===== src/hdl/frt_pkg.sv =====
// Shared types and constants of the fragment reassembly tracker.
// Used by frt_window and the top module; depends on nothing.
package frt_pkg;

    localparam int SEQ_SPACE       = 256;
    localparam int SEQ_W           = $clog2(SEQ_SPACE);
    localparam int MAX_PIECES      = 32;
    localparam int SIZE_ROUND_BITS = 2;
    localparam int HEADER_BYTES    = 4;

    localparam int LEN_W      = 16;
    localparam int KIND_W     = 2;
    localparam int IDX_W      = 5;
    localparam int OFFS_W     = 21;
    localparam int STATUS_W   = 4;
    localparam int SLOT_OUT_W = 4;

    localparam logic [LEN_W-1:0] CAP_RESET = 16'd1536;

    localparam logic [MAX_PIECES-1:0] PIECE_MAP_FULL = {MAX_PIECES{1'b1}};
    localparam logic [LEN_W-1:0] SIZE_ALIGN_MASK = LEN_W'((1 << SIZE_ROUND_BITS) - 1);

    localparam logic [KIND_W-1:0] KIND_WHOLE = 2'd0;
    localparam logic [KIND_W-1:0] KIND_MID   = 2'd1;
    localparam logic [KIND_W-1:0] KIND_LAST  = 2'd2;
    localparam logic [KIND_W-1:0] KIND_TEST  = 2'd3;

    localparam logic [STATUS_W-1:0] ST_EMPTY     = 4'd0;
    localparam logic [STATUS_W-1:0] ST_WHOLE     = 4'd1;
    localparam logic [STATUS_W-1:0] ST_PARTIAL   = 4'd2;
    localparam logic [STATUS_W-1:0] ST_COMPLETE  = 4'd3;
    localparam logic [STATUS_W-1:0] ST_SHORT     = 4'd4;
    localparam logic [STATUS_W-1:0] ST_SPURIOUS  = 4'd5;
    localparam logic [STATUS_W-1:0] ST_BAD_SIZE  = 4'd6;
    localparam logic [STATUS_W-1:0] ST_OVERFLOW  = 4'd7;
    localparam logic [STATUS_W-1:0] ST_TEST      = 4'd8;

    typedef struct packed {
        logic [LEN_W-1:0]  datagram_len;
        logic [KIND_W-1:0] frag_kind;
        logic [SEQ_W-1:0]  seq_number;
        logic [IDX_W-1:0]  frag_index;
        logic [LEN_W-1:0]  peer_frag_size;
    } frt_in_t;

    typedef struct packed {
        logic [STATUS_W-1:0]   status;
        logic [SLOT_OUT_W-1:0] slot;
        logic [OFFS_W-1:0]     write_offset;
        logic [LEN_W-1:0]      complete_len;
        logic [LEN_W-1:0]      max_payload_seen;
        logic [LEN_W-1:0]      max_size_confirmed;
    } frt_out_t;

    typedef struct packed {
        logic [LEN_W-1:0]      piece_size;
        logic [MAX_PIECES-1:0] bitmap;
        logic [LEN_W-1:0]      length;
    } slot_entry_t;

    typedef struct packed {
        logic             pick;
        logic [SEQ_W-1:0] seq;
    } win_pick_t;

    typedef enum logic [2:0] {
        S_IDLE,
        S_PICK,
        S_READ,
        S_UPD,
        S_OUT
    } frt_state_t;

endpackage


===== src/hdl/frt_sdp_ram.sv =====
// Generic simple dual-port RAM: one write port, one read port, registered read.
// No dependencies.
module frt_sdp_ram #(
    parameter int WIDTH = 64,
    parameter int DEPTH = 16
) (
    input  logic                     aclk,
    input  logic                     wr_en,
    input  logic [$clog2(DEPTH)-1:0] wr_addr,
    input  logic [WIDTH-1:0]         wr_data,
    input  logic                     rd_en,
    input  logic [$clog2(DEPTH)-1:0] rd_addr,
    output logic [WIDTH-1:0]         rd_data
);

    logic [WIDTH-1:0] mem [DEPTH];

    always_ff @(posedge aclk) begin
        if (wr_en) begin
            mem[wr_addr] <= wr_data;
        end
        if (rd_en) begin
            rd_data <= mem[rd_addr];
        end
    end

endmodule


===== src/hdl/frt_window.sv =====
// Sliding window of reassembly slots: base sequence, head slot and per-slot valid bits.
// Depends on frt_pkg.
module frt_window
    import frt_pkg::*;
#(
    parameter int SLOTS = 16
) (
    input  logic                     aclk,
    input  logic                     aresetn,
    input  win_pick_t                pick_i,
    output logic [$clog2(SLOTS)-1:0] slot_o,
    input  logic                     upd_en_i,
    input  logic [$clog2(SLOTS)-1:0] upd_slot_i,
    input  logic                     upd_valid_i,
    output logic                     chk_valid_o
);

    localparam int SLOT_W = $clog2(SLOTS);
    localparam logic signed [SEQ_W:0] SLOTS_S = (SEQ_W+1)'(SLOTS);

    logic [SEQ_W-1:0]        base_reg;
    logic [SLOT_W-1:0]       head_reg;
    logic [SLOTS-1:0]        valid_reg;

    logic [SEQ_W-1:0]        diff;
    logic signed [SEQ_W:0]   dist_x;
    logic signed [SEQ_W:0]   neg_x;
    logic                    far;
    logic                    adv;
    logic [SLOT_W-1:0]       steps;
    logic [SLOT_W-1:0]       back;
    logic [SLOT_W:0]         head_sum;
    logic [SLOT_W-1:0]       head_next;
    logic [SLOT_W:0]         back_sum;
    logic [SLOT_W-1:0]       back_slot;
    logic [SLOTS-1:0]        clr_mask;
    logic [SLOT_W:0]         rel [SLOTS];

    assign diff   = pick_i.seq - base_reg;
    assign dist_x = signed'({diff[SEQ_W-1], diff});
    assign neg_x  = -dist_x;
    assign far    = (dist_x >= SLOTS_S) || (dist_x <= -SLOTS_S);
    assign adv    = !far && (dist_x > 0);
    assign steps  = dist_x[SLOT_W-1:0];
    assign back   = neg_x[SLOT_W-1:0];

    always_comb begin
        head_sum = {1'b0, head_reg} + {1'b0, steps};
        if (head_sum >= (SLOT_W+1)'(SLOTS)) begin
            head_sum = head_sum - (SLOT_W+1)'(SLOTS);
        end
        head_next = head_sum[SLOT_W-1:0];

        back_sum = {1'b0, head_reg} + (SLOT_W+1)'(SLOTS) - {1'b0, back};
        if (back_sum >= (SLOT_W+1)'(SLOTS)) begin
            back_sum = back_sum - (SLOT_W+1)'(SLOTS);
        end
        back_slot = back_sum[SLOT_W-1:0];
    end

    // Slot i is passed by the advance when its distance past the head is 1..steps.
    always_comb begin
        for (int i = 0; i < SLOTS; i++) begin
            rel[i] = (SLOT_W+1)'(i) + (SLOT_W+1)'(SLOTS - 1) - {1'b0, head_reg};
            if (rel[i] >= (SLOT_W+1)'(SLOTS)) begin
                rel[i] = rel[i] - (SLOT_W+1)'(SLOTS);
            end
            clr_mask[i] = (rel[i] < {1'b0, steps});
        end
    end

    always_comb begin
        if (far) begin
            slot_o = '0;
        end else if (adv) begin
            slot_o = head_next;
        end else begin
            slot_o = back_slot;
        end
    end

    assign chk_valid_o = valid_reg[upd_slot_i];

    always_ff @(posedge aclk) begin
        if (!aresetn) begin
            base_reg  <= '0;
            head_reg  <= '0;
            valid_reg <= '0;
        end else begin
            if (pick_i.pick) begin
                if (far) begin
                    valid_reg <= '0;
                    head_reg  <= '0;
                    base_reg  <= pick_i.seq;
                end else if (adv) begin
                    valid_reg <= valid_reg & ~clr_mask;
                    head_reg  <= head_next;
                    base_reg  <= pick_i.seq;
                end
            end
            if (upd_en_i) begin
                valid_reg[upd_slot_i] <= upd_valid_i;
            end
        end
    end

endmodule


===== src/hdl/fragment_reassembly_tracker_top.sv =====
// Fragment reassembly tracker: empty, short, whole and test datagrams go from the input beat
// through the pick state to the output register; fragments go through pick, read and update,
// a read-modify-write of the slot RAM (read, then write); one item is in flight at a time.
// A finished result waits in the output register while the next beat is accepted.
// Synchronous active-low reset clears window, valid bits, maxima and sets capacity to 1536;
// the slot RAM is not cleared and needs no clearing pass.
// Depends on frt_pkg, frt_sdp_ram and frt_window.
module fragment_reassembly_tracker_top
    import frt_pkg::*;
#(
    parameter int SLOTS = 16
) (
    input  logic             aclk,
    input  logic             aresetn,
    input  logic             s_valid,
    output logic             s_ready,
    input  frt_in_t          s_data,
    output logic             m_valid,
    input  logic             m_ready,
    output frt_out_t         m_data,
    input  logic             cfg_valid,
    output logic             cfg_ready,
    input  logic [LEN_W-1:0] cfg_data
);

    localparam int SLOT_W = $clog2(SLOTS);

    frt_state_t         state_reg, state_next;
    frt_in_t            in_reg;
    logic [LEN_W-1:0]   cap_reg;
    logic [LEN_W-1:0]   pmax_reg;
    logic [LEN_W-1:0]   cmax_reg;
    logic [SLOT_W-1:0]  slot_reg;
    logic [LEN_W-1:0]   size_reg;
    logic [LEN_W-1:0]   payload_reg;
    logic [OFFS_W-1:0]  offset_reg;
    frt_out_t           res_reg;
    frt_out_t           m_data_reg;
    logic               m_valid_reg;

    logic               empty, short_hdr, frag_go, is_kind_frag;
    logic [LEN_W-1:0]   payload;
    logic [STATUS_W-1:0] pick_status;

    win_pick_t          pick;
    logic [SLOT_W-1:0]  win_slot;
    logic               chk_valid;
    logic               upd_en, upd_valid;

    logic               ram_wr_en, ram_rd_en;
    slot_entry_t        ram_q, ram_wdata;

    logic               bad_size, fresh, ovf, full;
    slot_entry_t        base_e;
    logic [OFFS_W:0]    end_sum;
    logic [MAX_PIECES-1:0] new_bits, new_map;
    logic [LEN_W-1:0]   new_len;
    logic [STATUS_W-1:0] upd_status;
    logic               out_load;

    // ---------------- decode of the held beat ----------------
    assign empty        = (in_reg.datagram_len == '0);
    assign short_hdr    = !empty && (in_reg.datagram_len < LEN_W'(HEADER_BYTES));
    assign payload      = in_reg.datagram_len - LEN_W'(HEADER_BYTES);
    assign is_kind_frag = (in_reg.frag_kind == KIND_MID) || (in_reg.frag_kind == KIND_LAST);
    assign frag_go      = !empty && !short_hdr && is_kind_frag;

    always_comb begin
        if (empty) begin
            pick_status = ST_EMPTY;
        end else if (short_hdr) begin
            pick_status = ST_SHORT;
        end else if (in_reg.frag_kind == KIND_WHOLE) begin
            pick_status = ((in_reg.seq_number != '0) || (in_reg.frag_index != '0)) ?
                          ST_SPURIOUS : ST_WHOLE;
        end else begin
            pick_status = ST_TEST;
        end
    end

    // ---------------- slot update ----------------
    assign bad_size = |(size_reg & SIZE_ALIGN_MASK);
    assign fresh    = !chk_valid || (ram_q.piece_size != size_reg);

    always_comb begin
        if (fresh) begin
            base_e.piece_size = size_reg;
            base_e.bitmap     = '0;
            base_e.length     = '0;
        end else begin
            base_e = ram_q;
        end
    end

    assign end_sum = (OFFS_W+1)'(offset_reg) + (OFFS_W+1)'(payload_reg);
    assign ovf     = end_sum > (OFFS_W+1)'(cap_reg);

    // A last fragment sets its own bit and every higher bit.
    assign new_bits = (in_reg.frag_kind == KIND_LAST) ? (PIECE_MAP_FULL << in_reg.frag_index)
                                                      : (MAX_PIECES'(1) << in_reg.frag_index);
    assign new_map  = base_e.bitmap | new_bits;
    assign full     = (new_map == PIECE_MAP_FULL);
    assign new_len  = (end_sum[LEN_W-1:0] > base_e.length) ? end_sum[LEN_W-1:0] : base_e.length;

    always_comb begin
        if (bad_size) begin
            upd_status = ST_BAD_SIZE;
        end else if (ovf) begin
            upd_status = ST_OVERFLOW;
        end else if (full) begin
            upd_status = ST_COMPLETE;
        end else begin
            upd_status = ST_PARTIAL;
        end
    end

    always_comb begin
        if (ovf) begin
            ram_wdata = base_e;
        end else begin
            ram_wdata.piece_size = size_reg;
            ram_wdata.bitmap     = new_map;
            ram_wdata.length     = new_len;
        end
    end

    // ---------------- next state ----------------
    always_comb begin
        state_next = state_reg;
        unique case (state_reg)
            S_IDLE: begin
                if (s_valid) begin
                    state_next = S_PICK;
                end
            end
            S_PICK: begin
                state_next = frag_go ? S_READ : S_OUT;
            end
            S_READ: begin
                state_next = S_UPD;
            end
            S_UPD: begin
                state_next = S_OUT;
            end
            S_OUT: begin
                if (!m_valid_reg || m_ready) begin
                    state_next = S_IDLE;
                end
            end
            default: begin
                state_next = S_IDLE;
            end
        endcase
    end

    // ---------------- state outputs ----------------
    always_comb begin
        s_ready   = 1'b0;
        ram_rd_en = 1'b0;
        ram_wr_en = 1'b0;
        upd_en    = 1'b0;
        upd_valid = 1'b0;
        out_load  = 1'b0;
        pick.pick = 1'b0;
        pick.seq  = in_reg.seq_number;
        unique case (state_reg)
            S_IDLE: begin
                s_ready = 1'b1;
            end
            S_PICK: begin
                pick.pick = frag_go;
                ram_rd_en = frag_go;
            end
            S_READ: begin
            end
            S_UPD: begin
                ram_wr_en = !bad_size;
                upd_en    = !bad_size;
                upd_valid = ovf || !full;
            end
            S_OUT: begin
                out_load = !m_valid_reg || m_ready;
            end
            default: begin
            end
        endcase
    end

    assign cfg_ready = 1'b1;

    // ---------------- registers ----------------
    always_ff @(posedge aclk) begin
        if (!aresetn) begin
            state_reg   <= S_IDLE;
            cap_reg     <= CAP_RESET;
            pmax_reg    <= '0;
            cmax_reg    <= '0;
            m_valid_reg <= 1'b0;
        end else begin
            state_reg <= state_next;
            if (cfg_valid && cfg_ready) begin
                cap_reg <= cfg_data;
            end
            if (state_reg == S_PICK && !empty && !short_hdr) begin
                if (payload > pmax_reg) begin
                    pmax_reg <= payload;
                end
                if (((in_reg.frag_kind == KIND_WHOLE) || (in_reg.frag_kind == KIND_MID))
                    && (in_reg.peer_frag_size > cmax_reg)) begin
                    cmax_reg <= in_reg.peer_frag_size;
                end
            end
            if (out_load) begin
                m_valid_reg <= 1'b1;
            end else if (m_ready) begin
                m_valid_reg <= 1'b0;
            end
        end
    end

    always_ff @(posedge aclk) begin
        if (s_valid && s_ready) begin
            in_reg <= s_data;
        end
        if (state_reg == S_PICK) begin
            res_reg.status       <= pick_status;
            res_reg.slot         <= frag_go ? SLOT_OUT_W'(win_slot) : '0;
            res_reg.write_offset <= '0;
            res_reg.complete_len <= '0;
            slot_reg             <= win_slot;
            size_reg             <= (in_reg.frag_kind == KIND_LAST) ? in_reg.peer_frag_size
                                                                    : payload;
            payload_reg          <= payload;
        end
        if (state_reg == S_READ) begin
            offset_reg <= OFFS_W'(in_reg.frag_index) * OFFS_W'(size_reg);
        end
        if (state_reg == S_UPD) begin
            res_reg.status       <= upd_status;
            res_reg.write_offset <= bad_size ? '0 : offset_reg;
            res_reg.complete_len <= (!bad_size && !ovf && full) ? new_len : '0;
        end
        if (out_load) begin
            m_data_reg <= '{status:             res_reg.status,
                            slot:               res_reg.slot,
                            write_offset:       res_reg.write_offset,
                            complete_len:       res_reg.complete_len,
                            max_payload_seen:   pmax_reg,
                            max_size_confirmed: cmax_reg};
        end
    end

    assign m_valid = m_valid_reg;
    assign m_data  = m_data_reg;

    // ---------------- submodules ----------------
    frt_window #(
        .SLOTS (SLOTS)
    ) u_window (
        .aclk        (aclk),
        .aresetn     (aresetn),
        .pick_i      (pick),
        .slot_o      (win_slot),
        .upd_en_i    (upd_en),
        .upd_slot_i  (slot_reg),
        .upd_valid_i (upd_valid),
        .chk_valid_o (chk_valid)
    );

    frt_sdp_ram #(
        .WIDTH ($bits(slot_entry_t)),
        .DEPTH (SLOTS)
    ) u_slot_ram (
        .aclk    (aclk),
        .wr_en   (ram_wr_en),
        .wr_addr (slot_reg),
        .wr_data (ram_wdata),
        .rd_en   (ram_rd_en),
        .rd_addr (win_slot),
        .rd_data (ram_q)
    );

endmodule

===== config.mk =====
export PLATFORM = sky130hd
export DESIGN_NAME = fragment_reassembly_tracker_top
export DESIGN_NICKNAME = d
export VERILOG_FILES = /design/src/hdl/frt_pkg.sv /design/src/hdl/frt_sdp_ram.sv /design/src/hdl/frt_window.sv /design/src/hdl/fragment_reassembly_tracker_top.sv
export SDC_FILE = /design/constraint.sdc
export NUM_CORES = 2
export LEC_CHECK = 0
export BUFFER_PORTS_ARGS = -buffer_cell sky130_fd_sc_hd__buf_2
export CAP_MARGIN = 20
export CORE_ASPECT_RATIO = 0.7
export CORE_MARGIN = 1
export CORE_UTILIZATION = 64
export CTS_CLUSTER_DIAMETER = 50
export DETAILED_ROUTE_END_ITERATION = 10
export PLACE_DENSITY_LB_ADDON = 0.1
export SLEW_MARGIN = 10
export SYNTH_ARGS = -nofsm -noshare
export SYNTH_HDL_FRONTEND = slang
export SYNTH_SLANG_ARGS = --single-unit

===== constraint.sdc =====
create_clock -name aclk -period 11.68 [get_ports aclk]
set_input_delay 0.584 -clock aclk [delete_from_list [all_inputs] [get_ports aclk]]
set_output_delay 0.584 -clock aclk [all_outputs]
set_load 0.01 [all_outputs]

Word level (Yosys, flattened, before mapping)
Memories as Yosys holds them, arrays and structs flattened. A register that Yosys moved wholly into a read port is not among the register bits.
Cells that the tools add are included.
{ "classes": {"add_sub_neg": 41, "mul": 1, "order_cmp": 44, "n_eq_ne": 10, "n_shift": 2, "muxes": 65, "n_bitwise": 3, "n_reduce_logical": 39} }
{ "ops": {"columns": ["operator", "count"], "rows": [
  ["$mux W16", 8],
  ["$mux W64", 2],
  ["$ge A5 B5 Y1 const B", 18],
  ["$lt A5 B4 Y1", 16],
  ["$mux W5", 16],
  ["$sub A5 B5 Y5 const B", 16],
  ["$sub A5 B4 Y5 const A", 15],
  ["$gt A16 B16 Y1", 3],
  ["$mux W45", 1],
  ["$mux W4", 11],
  ["$mux W37", 1],
  ["$eq A32 B32 Y1 const B", 1],
  ["$mux W32", 1],
  ["$or A32 B32 Y32", 1],
  ["$shl A1 B5 Y32 const A", 1],
  ["$shl A32 B5 Y32 const A", 1],
  ["$add A21 B16 Y22", 1],
  ["$gt A22 B16 Y1", 1],
  ["$mul A5 B16 Y21", 1],
  ["$mux W21", 1],
  ["$mux W3", 6],
  ["$and A16 B16 Y16", 1],
  ["$bwmux W16", 1],
  ["$logic_not A16 Y1", 1],
  ["other kinds (37)", 80]
]} }
{ "totals": {"ff_bits": 306, "ram_bits": 1024, "out_inout_bits": 80, "elab_cells": 233, "memories": 1} }
{ "mem_list": {"columns": ["name", "words", "word_bits", "rd", "rd_clocked_by_memory_dff", "write_ports", "line_no", "text"], "rows": [
  ["u_slot_ram.mem", 16, 64, 1, 1, 1, "frt_sdp_ram.sv:16", "logic [WIDTH-1:0] mem [DEPTH];"]
]} }

Depth between registers and ports, before layout
{ "depth": {"word_depth": 12, "depth_mapped": 21, "depth_no_buf": 20} }

Modules after synthesis
From an unflattened synthesis, not the netlist that was laid out.
{ "unflattened": {"hier_cells": 3475, "hier_area_um2": 59210.5} }
{ "modules_own_cells": {"columns": ["module", "instances", "cells_each", "area_each_um2"], "rows": [
  ["frt_sdp_ram", 1, 1647, 40222.3],
  ["fragment_reassembly_tracker_top", 1, 1463, 15947.8],
  ["frt_window", 1, 365, 3040.4]
]} }

Worst setup path after synthesis
Ideal clock, no wire load.
{ "synth_path": {"path_kind": "flip-flop to flip-flop", "from": "register state_reg[0]", "to": "register u_window.valid_reg[10]", "setup_ns": 0.127, "t_arrival_ns": 7.498, "required_time_ns": 11.553, "setup_slack_ns": 4.055, "path_stages_with_launch": 10, "n_path_buf": 2, "synth_period_minus_slack_ns": 7.625, "path_cell_list": "dfxtp_1 -> nor2b_1 -> nor2b_1 -> o21a_1 -> and2_1 -> clkbuf_1 -> clkbuf_1 -> o21ai_0 -> nand4_1 -> o31ai_1"} }
{ "synth_via": {"elab_chain_len": 6, "elab_cells_between_ends": 9, "cone_classes": "eq/ne: 2; mux: 7"} }
{ "synth_rtl": {"columns": ["item", "line_no", "text"], "rows": [
  ["from (decl)", "fragment_reassembly_tracker_top.sv:28", "frt_state_t state_reg, state_next;"],
  ["from (signal assigned)", "fragment_reassembly_tracker_top.sv:200", "state_reg <= state_next;"],
  ["$eq A3 B1 Y1 *", null, null],
  ["$mux W1 *", null, null],
  ["net ram_rd_en", "fragment_reassembly_tracker_top.sv:50", "logic ram_wr_en, ram_rd_en;"],
  ["$mux W16 *", "frt_window.sv:90", "if (pick_i.pick) begin"],
  ["$mux W16 *", "frt_window.sv:85", "if (!aresetn) begin"],
  ["$bwmux W16", "frt_window.sv:102", "valid_reg[upd_slot_i] <= upd_valid_i;"],
  ["$mux W16 *", "frt_window.sv:101", "if (upd_en_i) begin"],
  ["to (signal assigned)", "frt_window.sv:96", "valid_reg <= valid_reg & ~clr_mask;"],
  ["to (signal, indexed assignment)", "frt_window.sv:102", null],
  ["to (decl)", "frt_window.sv:23", "logic [SLOTS-1:0] valid_reg;"]
]} }
Mark *: on every way through the listed nets, which the timed path passes. The rest lies on a longest branch. The select of a mux whose other input is x is not followed.
A chain may end at the register's enable or synchronous reset.

Final worst setup path
{ "layout_path": {"from": "register offset_reg[0]", "to": "register res_reg[47] in the netlist's numbering, data pin"} }
{ "layout_via": {"elab_chain_len": 7, "elab_cells_between_ends": 9, "cone_classes": "add/sub: 1; order compare: 2; mux: 3; reduce/logical: 3"} }
{ "layout_rtl": {"columns": ["item", "line_no", "text"], "rows": [
  ["from (decl)", "fragment_reassembly_tracker_top.sv:36", "logic [OFFS_W-1:0] offset_reg;"],
  ["from (signal assigned)", "fragment_reassembly_tracker_top.sv:236", "offset_reg <= OFFS_W'(in_reg.frag_index) * OFFS_W'(size_reg);"],
  ["$add A21 B16 Y22 *", "fragment_reassembly_tracker_top.sv:95", "assign end_sum = (OFFS_W+1)'(offset_reg) + (OFFS_W+1)'(payload_reg);"],
  ["$gt A22 B16 Y1", "fragment_reassembly_tracker_top.sv:96", "assign ovf = end_sum > (OFFS_W+1)'(cap_reg);"],
  ["$logic_not A1 Y1", "fragment_reassembly_tracker_top.sv:241", "res_reg.complete_len <= (!bad_size && !ovf && full) ? new_len : '0;"],
  ["$logic_and A1 B1 Y1 (2 in series)", "fragment_reassembly_tracker_top.sv:241", null],
  ["$mux W16 *", "fragment_reassembly_tracker_top.sv:241", null],
  ["$mux W37 *", "fragment_reassembly_tracker_top.sv:238", "if (state_reg == S_UPD) begin"],
  ["to (decl)", "fragment_reassembly_tracker_top.sv:37", "frt_out_t res_reg;"]
]} }
Mark *: on every way between the ends. The rest lies on a longest branch, timed or not.

==> results by group <==
STA
  • Tcrit/Tclk final: 0.6135
  • RSZ-0062 raised after global routing: false
  • Final TNS setup: 0 ns
  • Tmin final: 7.166 ns
  • Slew Viols, Final: 0
  • Max Fclk: 139.6 MHz
  • Worst-margin pin slew: 1.160 ns
  • Max_slew headroom: 0.2265
  • Setup slack after layout: 4.514 ns
  • Clk_skew: 0.02823 ns
  • WHS: 0.05975 ns
  • Final setup viols: 0
  • Fin. Hold Viols: 0

Job
  • Max cap viols: 0

Yosys
  • Netlist cell types: 81
  • Syn nets: 4294
  • Yosys Warn Count: 0
  • Ys flop type: edfxtp_1
  • Synth Register Bits: 1394
  • Mapped Cells: 4014
  • Cell area after synthesis: 60300 sq um
  • EDFF count, synth: 1314
  • Async set-reset flop share out of synthesis: 0
  • Post-Syn Area per Cell: 15.02 sq um
  • Sequential fraction of the synthesis area: 0.6810

Layout
  • Area Overhead vs Synth: 11.03%
  • Fillers: 5962
  • Largest register FFs: 1024
  • FF/Latch Area: 41060 sq um
  • Most common cell after layout, fill and taps aside: edfxtp_1
  • Multi-input gate area in the final layout: 17480 sq um
  • Core Util, Final: 0.7228
  • Layout cells sized above 1: 0.1171
  • Final layout net count: 4493
  • Layout Cells excl Fill: 5558
  • Commonest non-fill, non-tap cells in the layout: 1314 x edfxtp_1, 453 x mux2i_1, 412 x nand2_1
  • Fin area: 66950 sq um

Setup path
  • Reg2reg end: res_reg[47]
  • Reg2Reg Setup Slack: 4.51 ns
  • Worst Path Arrival: 7.77 ns
  • R2R depth: 21
  • CP endpoint kind: flop
  • Critical Path RT: 12.28 ns
  • Worst r2r src: offset_reg[0]
  • Crit path max fanout: 33
  • CP startpoint kind: flop
  • Beginning of the critical path: offset_reg[0]
  • WS Path Type: reg -> reg

Drt
  • Drt total wl: 153.9 mm
  • Post-route ant nets: 0
  • Via density: 6.533
  • Routed len/inst: 27.70 um
  • Initial DRC Count: 4939
  • DRC errors left: 0
  • TritonRoute pass-1 iters: 6
  • DR vias: 36.31k

Worst hold path
  • Hold path depth: 3
  • Hold endpoint: cap_reg[9]
  • Worst Hold Launch: cfg_data[9]
  • Min-Delay Path Class: in -> reg

Pwr
  • Total design power: 11.46 mW
  • VDD IR max: 0.1498 mV
  • Power density over cell area: 171.1 nW/um^2
  • Pleak: 21.73 nW

Clock network
  • # clock sinks: 1394
  • CTS root buf: clkbuf_16
  • CTS clk-pin slew, worst paths: 0.07 ns
  • CTS tree: built
  • Post_cts resized: 0
  • CTS max path bufs: 3
  • Num CTS Buffers: 132
  • Post-CTS Hold Buffers: 47
  • Postcts setup bufs: 0
  • CTS H-Tree Depth: 4
  • Clk_lat worst skew: 0.76 ns

Global route
  • Number of global-route vias before repair: 35.36k
  • First-pass GRT wire length: 225.3 mm
  • All-layer global routing usage: 0.3235
  • Largest net degree at the start of global routing: 129
  • Initial antenna violation count: 2
  • Total gr overflow: 0

Die
  • I/O Pins: 148
  • Core footprint: 92620 sq um
  • Die Ht: 258.8 um
  • Die width: 368.9 um
  • Num rows: 93
  • Die ar.: 95460 sq um
  • Initial Utilization: 0.6510

Placement
  • Post-DP Area: 62190 sq um
  • Port Buffer Count: 146
  • Hpwl dp: 83.40 mm
  • GP Congestion: 0.9234
  • Dpl ws: 4.838 ns
  • Placed cell count: 5258

Outcome
  • Status: completed
[synthesized netlist by cell type, drive strengths merged (7+ instances only)]
library cell,count,share of area
mux2,18,0.0034
a22oi,136,0.017
nor4,21,0.0029
a21boi,17,0.0021
inv,184,0.011
xnor2,41,0.0061
nand3,29,0.0024
a211oi,24,0.0031
o21a,10,0.0012
nor2,67,0.0042
a21o,42,0.0052
o22ai,13,0.0015
nor4b,7,0.0010
ha,166,0.034
nor3,26,0.0022
mux2i,454,0.075
nand2,413,0.026
o31ai,21,0.0026
o21ai,67,0.0056
clkbuf,123,0.0077
and4,66,0.0096
and3,25,0.0026
xor2,32,0.0046
and2,78,0.0081
a22o,29,0.0042
nor3b,7,0.00087
a32oi,130,0.019
nand2b,8,0.00083
dfxtp,80,0.027
a21oi,59,0.0051
nor2b,54,0.0056
edfxtp,1314,0.65
o211a,14,0.0023
buf,96,0.012
fa,46,0.015
o21bai,10,0.0012
a31oi,7,0.00073
nand4,31,0.0032
[worst max path at each step]
stage                             endpoint  slack [ns]  cells past startpoint
floorplan           u_window.valid_reg[10]        4.06                      9
global placement               res_reg[44]        5.08                     21
detailed placement             res_reg[45]        4.84                     21
CTS                            res_reg[47]        4.74                     21
global route                   res_reg[47]        4.26                     21
finish                         res_reg[47]        4.51                     21
[area by class of cell]
type	count	share of cell area
Sequential cell	1394	0.6133
Multi-Input combinational cell	2217	0.2612
Clock buffer	172	0.05362
Timing Repair Buffer	284	0.02871
Tap cell	1235	0.02308
Inverter	184	0.01088
Clock inverter	70	0.009139
Antenna cell	2	0.00007476
[layer usage]
layer	GRT usage	vias up	part of all wire
li1	-	15720	-
met1	0.4798	18220	0.41
met2	0.4831	2094	0.45
met3	0.06792	266	0.11
met4	0.1044	0	0.024
met5	0	-	0
[worst max-delay path: stages (launching register included)]
cell,delay (ns)
edfxtp_1,0.40
ha_1,0.23
fa_1,0.41
a21o_1,0.21
a21oi_1,0.29
o21bai_1,0.14
a21oi_1,0.26
o21bai_1,0.09
a21oi_1,0.18
xor2_1,0.43
inv_1,0.15
ha_1,0.32
nand4_1,0.16
nor4_1,0.39
nor2_1,0.13
a2111oi_0,0.49
o211ai_1,0.16
a2111o_1,0.42
nor4_4,0.30
buf_4,0.57
and2_1,0.96
and3_1,0.29
[report_power, final]
part           total [mW]  switching (mW)  internal [mW]
clock                4.20            1.85           2.34
combinational        1.69            1.11          0.583
sequential           5.57          0.0470           5.52
[kinds of logic (layout without fill, tap and decap cells)]
kind of cell,count (synthesis),after routing,share of synthesized area
buffers and inverters,403,710,0.03131
adder cells (fa/ha/maj),212,212,0.04972
XOR/XNOR,74,74,0.01110
other,1,3,0.00006219
flip-flops,1394,1394,0.6810
AND/OR/NAND/NOR,852,852,0.07188
multiplexers,477,477,0.08066
AO/OA/AOI/OAI,601,601,0.07429
(Power assumes the default switching activity.)
